<file path="src/rtl/bblur_fifo.sv">
// ---------------------------------------------------------------------------
// bblur_fifo
// Short job queue between the front and the back of the box blur.
// ---------------------------------------------------------------------------
`default_nettype none

module bblur_fifo #(
  parameter int WIDTH = 8,
  parameter int DEPTH = 4,
  localparam int PW = $clog2(DEPTH),
  localparam int CNT_W = $clog2(DEPTH + 1)
) (
  input  logic             clk,
  input  logic             rst,
  input  logic             push,
  input  logic [WIDTH-1:0] push_data,
  input  logic             pop,
  output logic [WIDTH-1:0] pop_data,
  output logic             full,
  output logic             empty
);

  logic [WIDTH-1:0] mem [DEPTH];
  logic [PW-1:0]    wr_ptr;
  logic [PW-1:0]    rd_ptr;
  logic [CNT_W-1:0] count;

  assign full     = (count == CNT_W'(DEPTH));
  assign empty    = (count == '0);
  assign pop_data = mem[rd_ptr];

  always_ff @(posedge clk) begin
    if (rst) begin
      wr_ptr <= '0;
      rd_ptr <= '0;
      count  <= '0;
    end else begin
      if (push) begin
        wr_ptr <= (wr_ptr == PW'(DEPTH - 1)) ? '0 : wr_ptr + 1'b1;
      end
      if (pop) begin
        rd_ptr <= (rd_ptr == PW'(DEPTH - 1)) ? '0 : rd_ptr + 1'b1;
      end
      if (push && !pop) begin
        count <= count + 1'b1;
      end else if (pop && !push) begin
        count <= count - 1'b1;
      end
    end
  end

  always_ff @(posedge clk) begin
    if (push) begin
      mem[wr_ptr] <= push_data;
    end
  end

`ifndef SYNTHESIS
  a_count_bound: assert property (@(posedge clk) disable iff (rst)
    count <= CNT_W'(DEPTH))
    else $error("Job queue holds more entries than its depth.");
`endif

endmodule

`default_nettype wire

</file>
<file path="config.mk">
export PLATFORM = sky130hd
export DESIGN_NAME = bblur_fifo
export DESIGN_NICKNAME = d
export VERILOG_FILES = /design/src/rtl/bblur_fifo.sv
export SDC_FILE = /design/constraint.sdc
export NUM_CORES = 1
export LEC_CHECK = 0
export BUFFER_PORTS_ARGS = -buffer_cell sky130_fd_sc_hd__buf_2
export CAP_MARGIN = 20
export CORE_MARGIN = 4
export CORE_UTILIZATION = 50
export DETAILED_ROUTE_END_ITERATION = 8
export HOLD_SLACK_MARGIN = 0.06
export PLACE_DENSITY_LB_ADDON = 0.08
export SYNTH_ARGS = -nofsm -noshare
export SYNTH_HDL_FRONTEND = slang
export SYNTH_SLANG_ARGS = --single-unit
</file>
<file path="constraint.sdc">
create_clock -name clk -period 1.4 [get_ports clk]
set_input_delay 0.14 -clock clk [delete_from_list [all_inputs] [get_ports clk]]
set_output_delay 0.14 -clock clk [all_outputs]
set_load 0.03 [all_outputs]
</file>
# Yosys cells after proc, flatten, opt, wreduce, memory -nomap -nowiden
# Memory sizes are Yosys's and may differ from the RTL's. A register that Yosys moved wholly into a read port is not among the register bits.
# Cells that the tools add are included.
[totals] latchBits=0 ramBits=32 mem_count=1 wordCells=25 in_bits=12 ff_bits=7 romBits=0
[op_classes] n_eq_ne=3 n_mul=0 n_lt_le_gt_ge=0 bitwise_logic=0 reduce_logical=6 add_sub_neg=4 shifts=0 n_div=0 n_mux=8
[memory_table] memory="mem" depth=4 width=8 read_ports=1 rd_ports_with_merged_regs=1 wr=1 line="23" text="logic [WIDTH-1:0] mem [DEPTH];"
[ops] cell="two-way mux 2 bit" count=4
[ops] cell="two-way mux 3 bit" count=2
[ops] cell="adder 2 x 1 -> 2 bit (second input constant)" count=2
[ops] cell="== test 2 bit (second input constant)" count=2
[ops] cell="adder 3 x 1 -> 3 bit (second input constant)" count=1
[ops] cell="== test 3 bit (second input constant)" count=1
[ops] cell="logical NOT 3 bit" count=1
[ops] cell="subtractor 3 x 1 -> 3 bit (second input constant)" count=1
[ops] cell="logical AND 1 bit" count=2
[ops] cell="logical NOT 1 bit" count=2
[ops] cell="two-way mux 1 bit" count=2
[ops] cell="nonzero test 2 bit" count=1

# Longest topological paths before layout
# Gate-level depths: netlist (run 1).
[depth] word_depth=4 depth_mapped=7 ltp_nobuf=7

# Worst setup path after synthesis (run 1)
# OpenSTA, ideal clock, no wires.
[synth_timing] path_type="in2reg" startpoint="input port pop" endpoint="register count[2]" path_stages=7 setup_slack_ns=-0.002 arrival_ns=1.332 setup_ns=0.070 required_ns=1.330 path_cell_list="inv_1 -> ha_1 -> inv_1 -> fa_1 -> xor2_1 -> or3_1 -> a21oi_1"
[synth_via] elab_chain_len=3
[synth_lines] item="from (decl)" line="17" text="input logic pop,"
[synth_lines] item="logical NOT 1 bit" line="44" text="if (push && !pop) begin"
[synth_lines] item="logical AND 1 bit" line="44"
[synth_lines] item="two-way mux 3 bit or nonzero test 2 bit (tied branches)"
[synth_lines] item="to (signal assigned)" line="45" text="count <= count + 1'b1;"
[synth_lines] item="to (signal assigned)" line="47" text="count <= count - 1'b1;"
[synth_lines] item="to (decl)" line="26" text="logic [CNT_W-1:0] count;"
# Parallel ways exist; a longest one is shown, timed or not.
# A chain may end at the register's enable or synchronous reset.

==> results.cfg, run 1 <==
[die]
die_area_um2 = 4160
rows = 20
coreArea_um2 = 3050
pin_count = 22
start_util_pct = 52.3
die_x_um = 64.5
die_h_um = 64.5

[cts]
cts_buffers = 5
clk-insertion-delay-late_ps = 330
cts_tree = yes
htree_levels = 2
cts_buffer_depth = 2
post_cts_buffers = 0
cts_sinks = 41
cts_root_buffer = clkbuf_4
cts.clk_slew.worst_paths_ps = 110

[synth]
netlist_top_cells_area = edfxtp_1 (60%), dfxtp_1 (11%), mux4_2 (11%), ha_1 (4.7%), mux2i_1 (2.5%)
syn_inst = 86
syn_avg_cell_area_um2 = 18.6
yosys.area.top_type = edfxtp_1
synth_cell_types = 17
ys_seq_area_share_pct = 71.4
yosysTopAreaCellShare_pct = 60.1
synth_nets = 105
syn_area_um2 = 1600
ys_warn_count = 0
ys_ff_latch = 41

[routing]
post-route-drc-count = 0
drt_first_iter_violations = 22
via_count = 862
dr.pass1.iters = 4
routed_wl_mm = 2.58
wl_per_cell_um = 14.3
routed_via_density = 4.79
ant_nets = 0

[worst_setup_path]
critPathLaunchType = flip-flop
critical_path_buf_inv_count = 2
timing.rr.start = count[0]$_SDFFE_PP0P_
crit_top_cell = buf_6
crit_slowest_cell = mux4_2
crit_chain = buf_6 -> mux4_2 -> buf_6
cp.arrival_ps = 1490
critPathCaptureType = output port
crit_family = multiplexers
path_class = reg2out
crit_fanout = 4
cp_data_required_time_ps = 1260
ff2ff_setup_slack_ps = 40
slowest_delay_ps = 520

[placement]
dp_hpwl_mm = 1.90
dpl_cell_area_um2 = 1850
placedCellCount = 163
gp_congestion = 0.749
io_buffer_count = 21

[timing]
setup_violations = 8
fin_crit_sh_pct = 117
hold_slack_ps = 123
finalWorstSetupSlack_ps = -232
hold_viol_final = 0
slew_viol_final = 0
rsz0062_at_grt = yes
layout_min_cycle_time_ps = 1630
fmax_ghz = 0.613
slew_headroom_pct = 88.2
tightest_slew_ps = 177
finClkSkew_ps = 7.49

[finish]
drive_above_1_share_pct = 41.9
fin_nets = 154
n_antenna_cell = 0
fin_util_pct = 67.8
fillers = 248
design_area_um2 = 2070
multiInputGateArea_um2 = 440
final_cells = 180
synthToLayoutAreaGrowth_pct = 29.5
final-seq-area_um2 = 1140

[global_route]
grtUsageTotal_pct = 14.5
grt_pass1_wl_mm = 4.42
overflow = 0
grt_pass1_vias = 902
antenna_found_initial = 0
grt_max_degree = 13

[power]
p_leak_nw = 0.798
finalPower_w = 0.00244
powerDensity_nw_per_um2 = 1180
ir_drop_uv = 767

[status]
outcome = complete, but fails checks
violations = setup timing

[min_path]
hp-class = in2reg
min_from = pop

[job]
drv_cap = 0
per-stage QoR:
step	setup TNS (ps)	setup WS [ps]
2_1_floorplan	0	31.0
3_3_place_gp	-117	-117
3_5_place_dp	-179	-179
4_1_cts	-1910	-259
5_1_grt	-2530	-328
6_report	-1700	-232
path summary, 6_finish.rpt:
check	end	cells past startpoint
max	pop_data[0]	3
min reg2reg	count[2]$_SDFFE_PP0P_	2
min	flip-flop	3
max reg2reg	count[2]$_SDFFE_PP0P_	4
power breakdown:
| group | internal (W) | switching (W) | total [W] |
|---|---|---|---|
| Sequential | 0.00139 | 0.0000375 | 0.00142 |
| Clock | 0.000192 | 0.000347 | 0.000538 |
| Combinational | 0.000238 | 0.000239 | 0.000477 |
Yosys cell counts:
cell type and count:
nor3_1 1, o21ai_0 1, inv_1 4, clkbuf_2 1, a21oi_1 2, xor2_1 2, fa_1 1, nor3b_1 2
buf_6 1, or3_1 1, and2_1 4, nor2_1 7, mux2i_1 4, mux4_2 8, edfxtp_1 32, dfxtp_1 9
ha_1 6
timing repair:
| action | in CTS | in global routing |
|---|---|---|
| setup endpoints to repair | 9 | 11 |
| pin swaps | 0 | 1 |
| hold buffers | 9 | 0 |
| gates resized for setup | 20 | 5 |
| hold endpoints to repair | 39 | 0 |
sequential cells by signal, summed over array words and instances (netlist names), named ones only:
name / cells
wr_ptr: 2
mem: 32
count: 3
rd_ptr: 2
cell usage in the layout (no fill, tap or decap):
| cell type | synthesis | final |
|---|---|---|
| nor2_1 | 7 | 7 |
| edfxtp_1 | 32 | 32 |
| clkinv_2 | 0 | 2 |
| ha_1 | 6 | 5 |
| ha_2 | 0 | 1 |
| buf_2 | 0 | 11 |
| dfxtp_1 | 9 | 6 |
| nor3b_2 | 0 | 1 |
| fa_2 | 0 | 1 |
| xor2_1 | 2 | 2 |
| a21oi_1 | 2 | 2 |
| nor3_2 | 0 | 1 |
| buf_6 | 1 | 10 |
| clkbuf_4 | 0 | 5 |
| buf_4 | 0 | 14 |
| dfxtp_2 | 0 | 3 |
| nor3b_1 | 2 | 1 |
| mux2i_1 | 4 | 4 |
| or3_1 | 1 | 1 |
| o21ai_0 | 1 | 1 |
| inv_1 | 4 | 4 |
| and2_1 | 4 | 4 |
| clkbuf_1 | 0 | 1 |
| mux4_2 | 8 | 8 |
| dlygate4sd3_1 | 0 | 9 |
worst reg2reg max path, cell delays in order, from the launching register on:
cell     delay, ps
dfxtp_2        350
fa_2           380
xor2_1         150
or3_1          300
a21oi_1        130
layer usage:
layer  vias up  track usage, %  wire (um)
met5         -               0          0
met4         0            4.75         12
met1       418            18.8       1130
met2        18            22.6       1330
met3         2            5.55        108
li1        424               -          -
layout make-up:
class | count | share of cell area [%]
clock inverter | 2 | 0.484
inverter | 4 | 0.726
multi-input combinational | 39 | 21.3
timing repair buffer | 44 | 17.5
tap | 44 | 2.66
clock buffer | 6 | 2.00
sequential | 41 | 55.3
logic make-up (layout without fill, tap and decap cells):
group	count (synthesis)	count (layout)	synth area share, %
compound gates	3	3	0.939
buf+inv	6	56	1.96
mux	12	12	13.8
flops	41	41	71.4
xor+xnor	2	2	1.10
simple gates	15	15	4.85
fa+ha+maj	7	7	5.95
Note: power is estimated with default switching activity, not from simulation.
==> inputs of run 2 (changes only) <==
- CORE_UTILIZATION: 50 -> 55
- clock period: 1.4 -> 1.8 ns (I/O delays scaled with it)
==> run 2 against run 1 <==
  * The flow now finishes without violations
  * Global-route usage rose by 1.2 points
  * Power down 19%
  * Clock skew increased by 2.5 ps
  * Final cell count down 14%
  * Non-clock buffer count shrank 13
  * Clock power grew 5.9%
  * Die area down 8.0%
  * Sequential power down 22%
  * Highest routed layer unchanged
==> results.cfg, run 2 (synthesized netlist as in run 1, its figures left out) <==
[status]
outcome = complete, no violations

[finish]
drive_above_1_share_pct = 31.7
top_register = mem
n_antenna_cell = 0
fin_nets = 141
multiInputGateArea_um2 = 425
largest_register_ffs = 32
synthToLayoutAreaGrowth_pct = 20.0
fillers = 195
final_common_cell = edfxtp_1
final-seq-area_um2 = 1140
layout_common_cells = edfxtp_1 (32), buf_2 (20), dlygate4sd3_1 (9)
reg_top3 = mem x32, count x3

[timing]
tightest_slew_ps = 425
finClkSkew_ps = 9.97
fin_crit_sh_pct = 96.1
hold_viol_final = 0
setup_violations = 0
fmax_ghz = 0.578
slew_headroom_pct = 71.7
slew_viol_final = 0
rsz0062_at_grt = no
layout_min_cycle_time_ps = 1730
setup_tns_ps = 0

[min_path]
min_to = rd_ptr[1]$_SDFFE_PP0P_
min_from = pop
min_path_cells = 3
hp-class = in2reg

[routing]
drt_first_iter_violations = 24
ant_nets = 0
post-route-drc-count = 0
wl_per_cell_um = 16.2
dr.pass1.iters = 3
via_count = 819
routed_wl_mm = 2.49
routed_via_density = 5.32

[cts]
cts_buffer_depth = 2
htree_levels = 2
cts_root_buffer = clkbuf_4
post_cts_buffers = 0
clk-insertion-delay-late_ps = 350
cts_tree = yes
cts_sinks = 41
cts.clk_slew.worst_paths_ps = 120
cts_buffers = 5

[placement]
gp_congestion = 0.625
dp_hpwl_mm = 1.67
io_buffer_count = 21

[worst_setup_path]
rr_worst_depth = 4
slowest_delay_ps = 510
cp_data_required_time_ps = 1620
crit_slowest_cell = mux4_2
ff2ff_setup_slack_ps = 330
r2r-end = count[2]$_SDFFE_PP0P_
crit_chain = buf_8 -> mux4_2 -> buf_4
path_class = reg2out
timing.rr.start = count[0]$_SDFFE_PP0P_
cp.arrival_ps = 1550
crit_fanout = 8
critPathLaunchType = flip-flop
critPathCaptureType = output port

[power]
switching_share_pct = 25.1
net-switching-power_w = 0.000495
power_frac_clock_pct = 28.9
powerDensity_nw_per_um2 = 1030
comb_power_share_pct = 14.7
seqPwrFrac_pct = 56.4
p_leak_nw = 0.722
finalPower_w = 0.00197
intPower_w = 0.00148
ir_drop_uv = 882

[die]
coreArea_um2 = 2760
start_util_pct = 57.9
pin_count = 22
die_area_um2 = 3830
rows = 19
die_h_um = 61.9
die_x_um = 61.9

[global_route]
grt_max_degree = 14
grt_pass1_vias = 848
overflow = 0
grtUsageTotal_pct = 15.7
antenna_found_initial = 0
grt_pass1_wl_mm = 4.03

[job]
drv_cap = 0
-- run 2: how the worst max path moves through the flow --
stage	end	from	cells after the start
global route	pop_data[1]	flip-flop	3
CTS	pop_data[1]	flip-flop	3
finish	pop_data[1]	flip-flop	3
floorplan	count[2]$_SDFFE_PP0P_	pop	7
detailed placement	count[2]$_SDFFE_PP0P_	pop	8
global placement	count[2]$_SDFFE_PP0P_	pop	8
-- run 2: area by class of cell --
type | instances | area share (%)
sequential | 41 | 59.6
multi-input combinational | 39 | 22.2
timing repair buffer | 31 | 11.1
clock inverter | 1 | 0.391
inverter | 4 | 0.783
tap | 31 | 2.02
clock buffer | 7 | 3.98
-- run 2: power by group through the flow --
stage / sequential, W / clock [W] / combinational [W]
floorplan: 0.00112 / 0 / 0.000203
global placement: 0.00113 / 0 / 0.000264
detailed placement: 0.00113 / 0 / 0.000274
CTS: 0.00111 / 0.000589 / 0.000291
global route: 0.00112 / 0.000624 / 0.000318
finish: 0.00111 / 0.000570 / 0.000290
-- run 2: timing repair --
action                                  4_1_cts  5_1_grt
hold buffers                                  9        0
endpoints found under the setup margin        5        8
endpoints found under the hold margin        33        0
resized for setup                             1        4
gates cloned                                  0        0
-- run 2: critical path, delay by kind of cell, from the launching register on --
kind | cells | cell delay (ps)
flops | 1 | 350
mux | 1 | 510
buf+inv | 2 | 330
-- run 2: stage by stage --
| stage | utilization, % | hold slack [ps] | std cells | instance area [um^2] | setup slack [ps] |
|---|---|---|---|---|---|
| final | 69.6 | 169 | 154 | 1920 | 69.3 |
| after global routing | 69.6 | 211 | 154 | 1920 | 1.56 |
| after CTS | 69.3 | 148 | 154 | 1910 | 12.3 |
| after detailed placement | 62.8 | 405 | 137 | 1730 | 157 |
| after global placement | 62.8 | 392 | 137 | 1730 | 210 |
| after floorplan | - | 249 | 86 | 1600 | 358 |
-- run 2: per-layer routing --
layer | global-route usage, % | vias to the layer above | routed length (um)
li1 | - | 397 | -
met1 | 18.7 | 395 | 1060
met2 | 25.1 | 19 | 1240
met3 | 5.58 | 8 | 138
met4 | 8.18 | 0 | 55
met5 | 0 | - | 0
