### config.mk
export PLATFORM = sky130hd
export DESIGN_NAME = bblur_front
export DESIGN_NICKNAME = d
export VERILOG_FILES = /design/src/rtl/bblur_pkg.sv /design/src/rtl/bblur_front.sv
export SDC_FILE = /design/constraint.sdc
export NUM_CORES = 1
export LEC_CHECK = 0
export ABC_AREA = 0
export BUFFER_PORTS_ARGS = -buffer_cell sky130_fd_sc_hd__buf_2
export CAP_MARGIN = 25
export CORE_UTILIZATION = 35
export CTS_CLUSTER_DIAMETER = 100
export DETAILED_ROUTE_END_ITERATION = 6
export PLACE_DENSITY = 0.54
export SYNTH_ARGS = -nofsm -noshare
export SYNTH_HDL_FRONTEND = slang
export SYNTH_SLANG_ARGS = --single-unit
export TNS_END_PERCENT = 1
### constraint.sdc
create_clock -name clk -period 4.76 [get_ports clk]
set_clock_uncertainty 0.05 [all_clocks]
set_input_delay 0.952 -clock clk [delete_from_list [all_inputs] [get_ports clk]]
set_output_delay 0.952 -clock clk [all_outputs]
set_load 0.02 [all_outputs]
### src/rtl/bblur_pkg.sv
// ---------------------------------------------------------------------------
// bblur_pkg
// Types and constants shared by the 3x3 RGB box blur modules.
// ---------------------------------------------------------------------------
`default_nettype none

package bblur_pkg;

  localparam int unsigned CH_W       = 8;
  localparam int unsigned PIX_W      = 3 * CH_W;
  localparam int unsigned SUM_W      = 12;
  localparam int unsigned ROW_W      = 16;
  localparam int unsigned WIDTH_REG_W = 11;
  localparam int unsigned CFG_IDX_W  = 1;
  localparam int unsigned CFG_DATA_W = 16;
  localparam int unsigned JOB_QUEUE_DEPTH = 4;

  localparam logic OP_PIXEL = 1'b0;
  localparam logic OP_DRAIN = 1'b1;

  localparam logic [CFG_IDX_W-1:0] REG_IMAGE_WIDTH  = 1'b0;
  localparam logic [CFG_IDX_W-1:0] REG_IMAGE_HEIGHT = 1'b1;

  localparam logic [WIDTH_REG_W-1:0] WIDTH_RESET  = 11'd640;
  localparam logic [ROW_W-1:0]       HEIGHT_RESET = 16'd480;

  // Division by nine as multiplication by ceil(2^16 / 9) and a shift; exact
  // for every sum of nine 8-bit samples.
  localparam int unsigned RECIP_W     = 13;
  localparam logic [RECIP_W-1:0] RECIP_NINE = 13'd7282;
  localparam int unsigned RECIP_SHIFT = 16;

  typedef struct packed {
    logic [CH_W-1:0] r;
    logic [CH_W-1:0] g;
    logic [CH_W-1:0] b;
  } rgb_t;

  typedef struct packed {
    logic pixel;
    logic has_out;
    logic drain;
    logic interior;
    logic sel_lower;
    logic last;
  } job_flags_t;

endpackage

`default_nettype wire

### src/rtl/bblur_front.sv
// ---------------------------------------------------------------------------
// bblur_front
// Accepts pixel and drain transfers, tracks frame position and queues jobs.
// ---------------------------------------------------------------------------
`default_nettype none

module bblur_front #(
  parameter int MAX_WIDTH = 1024,
  localparam int CW = $clog2(MAX_WIDTH),
  localparam int JOB_W = $bits(bblur_pkg::job_flags_t) + CW + bblur_pkg::PIX_W
) (
  input  logic                             clk,
  input  logic                             rst,
  input  logic                             s_axis_tvalid,
  output logic                             s_axis_tready,
  input  logic [bblur_pkg::PIX_W-1:0]      s_axis_tdata,
  input  logic                             s_axis_tuser,
  input  logic                             cfg_we,
  input  logic [bblur_pkg::CFG_IDX_W-1:0]  cfg_index,
  input  logic [bblur_pkg::CFG_DATA_W-1:0] cfg_data,
  input  logic                             q_full,
  output logic                             q_push,
  output logic [JOB_W-1:0]                 q_data
);

  import bblur_pkg::*;

  logic [CW-1:0]    col_last;
  logic [ROW_W-1:0] row_last;
  logic [CW-1:0]    in_column;
  logic [ROW_W-1:0] in_row;
  logic             in_done;
  logic [CW-1:0]    out_col;
  logic [ROW_W-1:0] out_row;

  logic       accept;
  logic       pix_take;
  logic       drn_take;
  logic       pix_out;
  job_flags_t flags;
  logic [CW-1:0] job_col;
  rgb_t       px;

  function automatic logic [CW-1:0] col_last_of(input logic [WIDTH_REG_W-1:0] v);
    logic [31:0] ext;
    ext = 32'(v);
    if (ext == 32'd0) begin
      return '0;
    end else if (ext > 32'(MAX_WIDTH)) begin
      return CW'(MAX_WIDTH - 1);
    end else begin
      return CW'(ext - 32'd1);
    end
  endfunction

  function automatic logic [ROW_W-1:0] row_last_of(input logic [ROW_W-1:0] v);
    return (v == '0) ? '0 : v - 1'b1;
  endfunction

  assign s_axis_tready = !q_full;
  assign accept   = s_axis_tvalid && s_axis_tready;
  assign pix_take = accept && (s_axis_tuser == OP_PIXEL) && !in_done;
  assign drn_take = accept && (s_axis_tuser == OP_DRAIN) && in_done;
  assign q_push   = pix_take || drn_take;

  assign pix_out = (in_row > ROW_W'(1)) || ((in_row == ROW_W'(1)) && (in_column != '0));

  assign px.r = s_axis_tdata[CH_W-1:0];
  assign px.g = s_axis_tdata[2*CH_W-1:CH_W];
  assign px.b = s_axis_tdata[3*CH_W-1:2*CH_W];

  always_comb begin
    flags = '0;
    if (pix_take) begin
      flags.pixel    = 1'b1;
      flags.has_out  = pix_out;
      flags.interior = (out_row != '0) && (out_row < row_last)
                       && (out_col != '0) && (out_col < col_last);
      job_col        = in_column;
    end else begin
      flags.has_out   = 1'b1;
      flags.drain     = 1'b1;
      flags.sel_lower = (out_row == row_last);
      flags.last      = (out_row == row_last) && (out_col == col_last);
      job_col         = out_col;
    end
  end

  assign q_data = {flags, job_col, px};

  always_ff @(posedge clk) begin
    if (rst) begin
      col_last  <= col_last_of(WIDTH_RESET);
      row_last  <= row_last_of(HEIGHT_RESET);
      in_column <= '0;
      in_row    <= '0;
      in_done   <= 1'b0;
      out_col   <= '0;
      out_row   <= '0;
    end else if (cfg_we) begin
      case (cfg_index)
        REG_IMAGE_WIDTH: begin
          col_last <= col_last_of(cfg_data[WIDTH_REG_W-1:0]);
        end
        REG_IMAGE_HEIGHT: begin
          row_last <= row_last_of(cfg_data[ROW_W-1:0]);
        end
        default: begin
        end
      endcase
      in_column <= '0;
      in_row    <= '0;
      in_done   <= 1'b0;
      out_col   <= '0;
      out_row   <= '0;
    end else if (pix_take) begin
      if (in_column == col_last) begin
        in_column <= '0;
        if (in_row == row_last) begin
          in_done <= 1'b1;
        end else begin
          in_row <= in_row + 1'b1;
        end
      end else begin
        in_column <= in_column + 1'b1;
      end
      if (pix_out) begin
        if (out_col == col_last) begin
          out_col <= '0;
          out_row <= out_row + 1'b1;
        end else begin
          out_col <= out_col + 1'b1;
        end
      end
    end else if (drn_take) begin
      if (flags.last) begin
        in_column <= '0;
        in_row    <= '0;
        in_done   <= 1'b0;
        out_col   <= '0;
        out_row   <= '0;
      end else if (out_col == col_last) begin
        out_col <= '0;
        out_row <= out_row + 1'b1;
      end else begin
        out_col <= out_col + 1'b1;
      end
    end
  end

`ifndef SYNTHESIS
  a_col_bound: assert property (@(posedge clk) disable iff (rst)
    in_column <= col_last)
    else $error("Input column ran past the last column.");

  a_out_row_bound: assert property (@(posedge clk) disable iff (rst)
    out_row <= row_last)
    else $error("Output row ran past the last row.");

  a_frame_restart: assert property (@(posedge clk) disable iff (rst)
    (q_push && flags.last) |=>
      (in_column == '0 && in_row == '0 && !in_done && out_col == '0 && out_row == '0))
    else $error("Frame did not restart after its last output.");
`endif

endmodule

`default_nettype wire

### Word-level counts from Yosys, hierarchy flattened

Cells that the tools add are included.

* $add $sub $neg: 6
* order comparisons: 4
* eq/ne operators: 9
* muxes and demuxes: 33
* bitwise gates (word level): 2
* reductions and logical operators: 28

Operator list (count)
* 16-bit two-way mux: 11
* 10-bit two-way mux: 12
* 16-bit by 1-bit adder with 16-bit output, second input constant: 2
* 16-bit equality test: 2
* 10-bit by 1-bit adder with 10-bit output, second input constant: 2
* 10-bit equality test: 2
* 10-bit nonzero test: 2
* 16-bit by 1-bit equality test with 1-bit output, second input constant: 1
* 16-bit by 1-bit greater-than comparator with 1-bit output, second input constant: 1
* 16-bit zero test: 1
* 16-bit < comparator: 1
* 16-bit nonzero test: 1
* 16-bit by 1-bit subtractor with 16-bit output, second input constant: 1
* 11-bit greater-than comparator, second input constant: 1
* 11-bit zero test: 1
* 1-bit logical AND: 10
* 10-bit < comparator: 1
* 10-bit by 1-bit subtractor with 10-bit output, second input constant: 1
* 1-bit two-way mux: 9
* 2-bit AND reduction: 4
* 4-bit AND reduction: 2
* 2-bit by 1-bit != test with 1-bit output, second input constant: 3
* 2-bit nonzero test: 2
* 1-bit zero test: 2
* 5 further kinds: 7

* flip-flop bits (word level): 79
* input port bits: 47
* output and inout bits: 42
* logic and storage cells: 89

### Longest topological paths before layout

Gate-level depths: netlist of run 1.

* word-level depth: 8
* mapped depth: 10
* gate-level depth less buffers: 8

### Least setup slack after synthesis of run 1

Ideal clock, no wire load.

* path type: input -> output
* from: in s_axis_tvalid
* to: out q_data[36]
* arrival time: 2382 ps
* required time: 3758 ps
* setup slack: 1376 ps
* stages: 8
* buffers on the path: 1
* path through: nor2b_1 -> nand2_1 -> inv_1 -> clkbuf_1 -> nand3_1 -> nor4_1 -> o221ai_1 -> a21oi_1

* longest elaborated chain between the ends: 4

RTL lines
* start, declared: RTL line bblur_front.sv:14 `input logic s_axis_tvalid,`
* 1-bit logical AND: RTL line bblur_front.sv:61 `assign accept = s_axis_tvalid && s_axis_tready;`
* 1-bit logical AND (2 in series): RTL line bblur_front.sv:62 `assign pix_take = accept && (s_axis_tuser == OP_PIXEL) && !in_done;`
* 1-bit two-way mux: RTL line bblur_front.sv:74 `if (pix_take) begin`
* end, declared: RTL line bblur_front.sv:23 `output logic [JOB_W-1:0] q_data`

Every way passes these cells.

### Worst setup path in the final report of run 1

* from: reg row_last[11]
* to: out q_data[34]

* longest elaborated chain between the ends: 3

RTL lines
* start, declared: RTL line bblur_front.sv:29 `logic [ROW_W-1:0] row_last;`
* start signal, assigned: RTL line bblur_front.sv:94 `row_last <= row_last_of(HEIGHT_RESET);`
* start signal, assigned: RTL line bblur_front.sv:106 `row_last <= row_last_of(cfg_data[ROW_W-1:0]);`
* 16-bit equality test: RTL line bblur_front.sv:84 `flags.last = (out_row == row_last) && (out_col == col_last);`
* 1-bit logical AND: RTL line bblur_front.sv:84
* 2-bit two-way mux: RTL line bblur_front.sv:74

Every way passes these cells.

==> results of run 1 <==
[power groups by stage]
stage	logic, mW	registers [mW]	clock network [mW]
final	0.121	0.694	0.714
after global routing	0.136	0.695	0.761
after CTS	0.121	0.693	0.728
after detailed placement	0.121	0.708	0
after global placement	0.117	0.708	0
after floorplan	0.111	0.699	0
[stage by stage]
| stage | instances | hold WS [ps] | setup WS [ps] | area (µm²) |
|---|---|---|---|---|
| 6_report | 861 | 487.6 | 1207 | 5741 |
| 5_1_grt | 861 | 518.8 | 1051 | 5741 |
| 4_1_cts | 860 | 485.1 | 1215 | 5736 |
| 3_5_place_dp | 844 | 473.0 | 1329 | 5431 |
| 3_3_place_gp | 844 | 456.4 | 1352 | 5431 |
| 2_1_floorplan | 669 | 421.9 | 1376 | 5266 |
[tightest hold or removal path: stages, from the launching register on]
cell and delay [ps]:
dfxtp_1 350, o211ai_1 100, nand2_1 50
[final timing paths]
| kind | to | slack (ps) | startpoint | cells past startpoint |
|---|---|---|---|---|
| max | q_data[34] | 1210 | row_last[11]$_SDFFE_PP0P_ | 6 |
| min | out_row[15]$_SDFFE_PP0P_ | 490 | out_row[15]$_SDFFE_PP0P_ | 2 |
| max reg2reg | in_row[5]$_SDFFE_PP0P_ | 1800 | col_last[3]$_SDFFE_PP1P_ | 9 |
| min reg2reg | out_row[15]$_SDFFE_PP0P_ | 490 | out_row[15]$_SDFFE_PP0P_ | 2 |
[state kept, by name, summed over array words and instances (netlist names)]
name       cells
out_col       10
in_column     10
row_last      16
in_row        16
out_row       16
col_last      10
in_done        1
[kinds of logic after synthesis]
logic type | after synthesis | share of synthesized area, %
AO/OA/AOI/OAI | 150 | 18.13
XOR/XNOR | 50 | 8.458
adder cells (fa/ha/maj) | 36 | 8.553
buffers and inverters | 91 | 8.387
flip-flops | 79 | 30.03
multiplexers | 3 | 0.5940
AND/OR/NAND/NOR | 260 | 25.85
[cell type report]
class	count	area [µm²]	area share [%]
clock inverter	7	78.83	1.373
sequential	79	1582	27.55
timing repair buffer	46	242.7	4.228
inverter	37	138.9	2.419
tap	184	230.2	4.010
multi-input combinational	499	3243	56.50
clock buffer	9	225.2	3.923
[layout by cell type (no fill, tap or decap), drive strengths merged, types with 3 or more instances in the layout]
cell | netlist | routed
a211o | 7 | 7
a211oi | 4 | 4
a21o | 4 | 4
a21oi | 55 | 55
a22oi | 5 | 5
a31oi | 6 | 6
and2 | 4 | 4
and3 | 11 | 11
buf | 31 | 46
clkbuf | 23 | 9
clkinvlp | 0 | 3
dfxtp | 79 | 79
ha | 36 | 36
inv | 37 | 40
nand2 | 62 | 62
nand2b | 4 | 4
nand3 | 23 | 23
nand3b | 4 | 4
nand4 | 19 | 19
nor2 | 47 | 47
nor2b | 3 | 3
nor3 | 13 | 13
nor4 | 21 | 21
o211ai | 9 | 9
o21ai | 29 | 29
o311ai | 3 | 3
o31ai | 12 | 12
or2 | 6 | 6
or3 | 20 | 20
or4 | 16 | 16
xnor2 | 24 | 24
xor2 | 26 | 26
[routing by layer]
| layer | up-vias | wire, µm |
|---|---|---|
| met5 | - | 0 |
| met4 | 0 | 306 |
| met3 | 32 | 761 |
| met2 | 151 | 6334 |
| met1 | 2368 | 6941 |
| li1 | 2401 | - |
==> results.toml, run 1 <==
[yosys]
async_reset_ff_share_pct = 0
synth.area.top_cells = "dfxtp_1, ha_1, a21oi_1"
synth_top_cell_by_area = "dfxtp_1"
synth_cells = 669
ys_types = 57
yosys-top-cells-count = "dfxtp_1, nand2_1, a21oi_1"
syn_nets = 752
synth_top_area_share_pct = 30.03
synth_edf_count = 0
ys_warn_count = 0
ys.flop_type = "dfxtp_1"
synth_seq_cells = 79
syn_area_mm2 = 0.005266
syn_avg_cell_area_um2 = 7.872
synth_most_common_cell = "dfxtp_1"
yosysSeqAreaShare_pct = 30.03

[timing]
finalCritPeriodShare_pct = 74.64
relSlewSlack_pct = 43.26
rsz0062_at_grt = "no"
slew_violations = 0
post-route-min-period_ps = 3553
setup_violations = 0
fmax_mhz = 281.5
timing_hold_violations_final = 0
finalSetupTns_ps = 0
tightest_slew_ps = 843.9

[worst_setup_path]
crit_chain = "inv_1, ha_1, nand4_1, or4_1, nor3_1, buf_2"
worstPathMaxFanout = 4
critical_path.max_stage_delay_ps = 640
endpoint_kind = "output pin"
path_class = "register to output pin"
slowest_stage = "or4_1"
critical_path.top_delay_family = "simple AND/OR/NAND/NOR gates"
required_ps = 3760
cp.arrival_ps = 2550
crit_buf_inv = 2
crit_path_start_kind = "register"

[grt]
grt_pass1_wl_um = 24040
antenna_found_initial = 0
grt_max_degree = 28
globalRoute.totalOverflow = 0
met1_usage_pct = 26.75
grt_pass1_vias = 4625
grt_usage_pct = 19.16
grt_use_met2_pct = 29.12
grt.busiest_layer = "met2"
use_met3_pct = 3.393

[die]
core-area_mm2 = 0.01459
start_util_pct = 36.10
die_y_um = 124.7
dieArea_mm2 = 0.01554
fp.dieW_um = 124.7
io_pins = 89
rows = 44

[pwr]
p_seq_share_pct = 45.4
switching_share_pct = 25.92
powerDensity_mw_per_mm2 = 266.2
peakVddDrop_mv = 0.1496
pwr-share-clk_pct = 46.7
fin_total_pwr_mw = 1.528
pwr-share-comb_pct = 7.9
internal_power_mw = 1.132
p_sw_mw = 0.3960
p_leak_nw = 2.319

[route]
drc_errors = 0
wirelength_um = 14340
final_antenna_net_count = 0
via_per_inst = 5.751
drtIter0Drc = 415
drt_first_pass_iters = 5
wl_per_cell_um = 16.66
vias = 4952

[place]
dp_hpwl_um = 10960
io_buffers = 40
place_congestion = 0.8578

[layout]
finalNetCount = 755
area_growth_syn_to_layout_pct = 9.005
n_antenna_cell = 0
fillCellCount = 1501
drive_gt1_share_pct = 11.23
final_core_util_pct = 39.35

[outcome]
status = "finished clean"

[cts]
clock_sinks = 79
cts-root-buf = "clkbuf_16"
cts_buffers = 9
post_cts_resize_count = 0
clock_latency_ps = 350
clkTransAtPathRegs_ps = 60
cts-hold-fix-buffers = 0
clk_path_buf_depth = 2
ctsHtreeMaxLevel = 3
cts_tree = "done"
cts_setup_buffers = 0

[worst_hold_path]
hold_path.class = "register to register"

[flow_run]
maxCapViolCount = 0
No activity file was read; power rests on OpenSTA's default activity.
==> run 2: changes to the inputs <==
--- a/config.mk
+++ b/config.mk
@@ -11,7 +11,7 @@
 export CORE_UTILIZATION = 35
 export CTS_CLUSTER_DIAMETER = 100
 export DETAILED_ROUTE_END_ITERATION = 6
-export PLACE_DENSITY = 0.54
+export PLACE_DENSITY = 0.56
 export SYNTH_ARGS = -nofsm -noshare
 export SYNTH_HDL_FRONTEND = slang
 export SYNTH_SLANG_ARGS = --single-unit
==> constraint.sdc (replaced) <==
create_clock -name clk -period 2.9 [get_ports clk]
set_clock_uncertainty 0.05 [all_clocks]
set_input_delay 0.58 -clock clk [delete_from_list [all_inputs] [get_ports clk]]
set_output_delay 0.58 -clock clk [all_outputs]
set_load 0.02 [all_outputs]
==> results.toml, run 2 (same netlist as run 1, synthesis figures left out) <==
[outcome]
status = "finished with violations"
failed_checks = "setup timing"

[layout]
final_core_util_pct = 41.92
layout.cells.most_common_list = "dfxtp_1, nand2_1, a21oi_1"
finalNetCount = 799
top_regs = "in_row: 16 flops, out_row: 16 flops, row_last: 16 flops"
n_antenna_cell = 0
drive_gt1_share_pct = 17.89
area_growth_syn_to_layout_pct = 16.13
layout_commonest_cell = "dfxtp_1"

[place]
dp_hpwl_um = 11920
io_buffers = 40
place_congestion = 0.9088

[cts]
cts_buffers = 9
clock_latency_ps = 360
cts_tree = "done"
cts_setup_buffers = 0
ctsHtreeMaxLevel = 3
clkTransAtPathRegs_ps = 70
cts-root-buf = "clkbuf_16"
clk_path_buf_depth = 2
cts-hold-fix-buffers = 0
clock_sinks = 79

[route]
wirelength_um = 15280
drtIter0Drc = 446
wl_per_cell_um = 16.88
final_antenna_net_count = 0
drt_first_pass_iters = 5
vias = 5036
via_per_inst = 5.565
drc_errors = 0

[worst_setup_path]
crit_buf_inv = 2
crit_path_start_kind = "register"
path_class = "register to output pin"
slowest_stage = "dfxtp_1"
crit_chain = "inv_1, ha_1, nand4_1, o31ai_1, nor4_1, o221ai_1, a21oi_2, buf_4"
endpoint_kind = "output pin"
cp.arrival_ps = 2310
critical_path.max_stage_delay_ps = 360
critical_path.top_delay_family = "simple AND/OR/NAND/NOR gates"
required_ps = 2270
worstPathMaxFanout = 4

[die]
rows = 44
dieArea_mm2 = 0.01554
die_y_um = 124.7
core-area_mm2 = 0.01459
io_pins = 89
fp.dieW_um = 124.7
start_util_pct = 36.10

[grt]
use_met3_pct = 4.424
grt_pass1_wl_um = 24760
grt_pass1_vias = 4804
met1_usage_pct = 27.93
grt_use_met2_pct = 30.19
grt_usage_pct = 20.19
globalRoute.totalOverflow = 0
grt.busiest_layer = "met2"
grt_max_degree = 28
antenna_found_initial = 0

[timing]
timing.hold.ws_ps = 425.4
fmax_mhz = 340.2
slew_violations = 0
relSlewSlack_pct = 43.05
tightest_slew_ps = 851.1
timing_hold_violations_final = 0
setup_slack_ps = -39.05
finalCritPeriodShare_pct = 101.3
post-route-min-period_ps = 2939
setup_violations = 2
rsz0062_at_grt = "yes"

[flow_run]
maxCapViolCount = 0

[pwr]
p_leak_nw = 2.567
peakVddDrop_mv = 0.3089
powerDensity_mw_per_mm2 = 421.0

[worst_hold_path]
hold_path.class = "primary input to register"
[run 2: cell count changes in the layout (fill, tap and decap cells not counted), sizes merged]
cell / delta
buf: +44
clkinvlp: -3
clkbuf: +1
clkinv: +1
inv: +1
[run 2: routing by layer]
metal,part of all wire [%],vias up
met5,0,-
met2,44,141
met1,48,2376
met3,5.4,23
li1,-,2496
met4,2.4,0
[run 2: layout make-up]
class                           instances  area [µm²]
Timing Repair Buffer                   90       575.6
Clock inverter                          6       73.82
Multi-Input combinational cell        499        3273
Fill cell                            1487        8473
Tap cell                              184       230.2
Sequential cell                        79        1585
Clock buffer                           10       239.0
Inverter                               37       138.9
[run 2: per-stage QoR]
step                      total power, mW  setup slack (ps)  instances  TNS (ps)  area [µm²]
after floorplan                     1.331             184.4        669         0        5266
after global placement              1.372             7.942        888         0        5762
after detailed placement            1.379             28.42        889         0        5767
after CTS                           2.589            -15.84        905    -27.43        6105
after global routing                2.675            -167.1        905    -480.0        6116
final                               2.575            -39.05        905    -69.83        6116
[run 2: worst reg2reg max path: stages (launching register included)]
cell	delay (ps)
dfxtp_1	360
inv_1	110
ha_1	310
nand4_1	190
nor3_1	420
buf_4	200
o311ai_1	160
buf_2	220
or4_1	470
a21oi_1	160
[run 2: worst paths after layout]
path                            start                        to  slack [ps]  cells after the start
max          col_last[8]$_SDFFE_PP0P_                q_data[36]         -40                      8
min                       cfg_data[0]  row_last[0]$_SDFFE_PP1P_         430                      2
max reg2reg  col_last[8]$_SDFFE_PP0P_  out_row[12]$_SDFFE_PP0P_         170                      9
min reg2reg  row_last[1]$_SDFFE_PP1P_  row_last[1]$_SDFFE_PP1P_         470                      2
[run 2: repair_timing]
item | in CTS | in global routing
pin swaps | 2 | 1
gates resized for setup | 10 | 2
setup endpoints to repair | 3 | 15
[run 2: where the power goes]
part           internal [mW]  leakage (nW)  switching [mW]
logic                 0.0902          1.77           0.134
clock network          0.704         0.154           0.514
registers               1.11         0.642          0.0245
total                   1.90          2.57           0.673
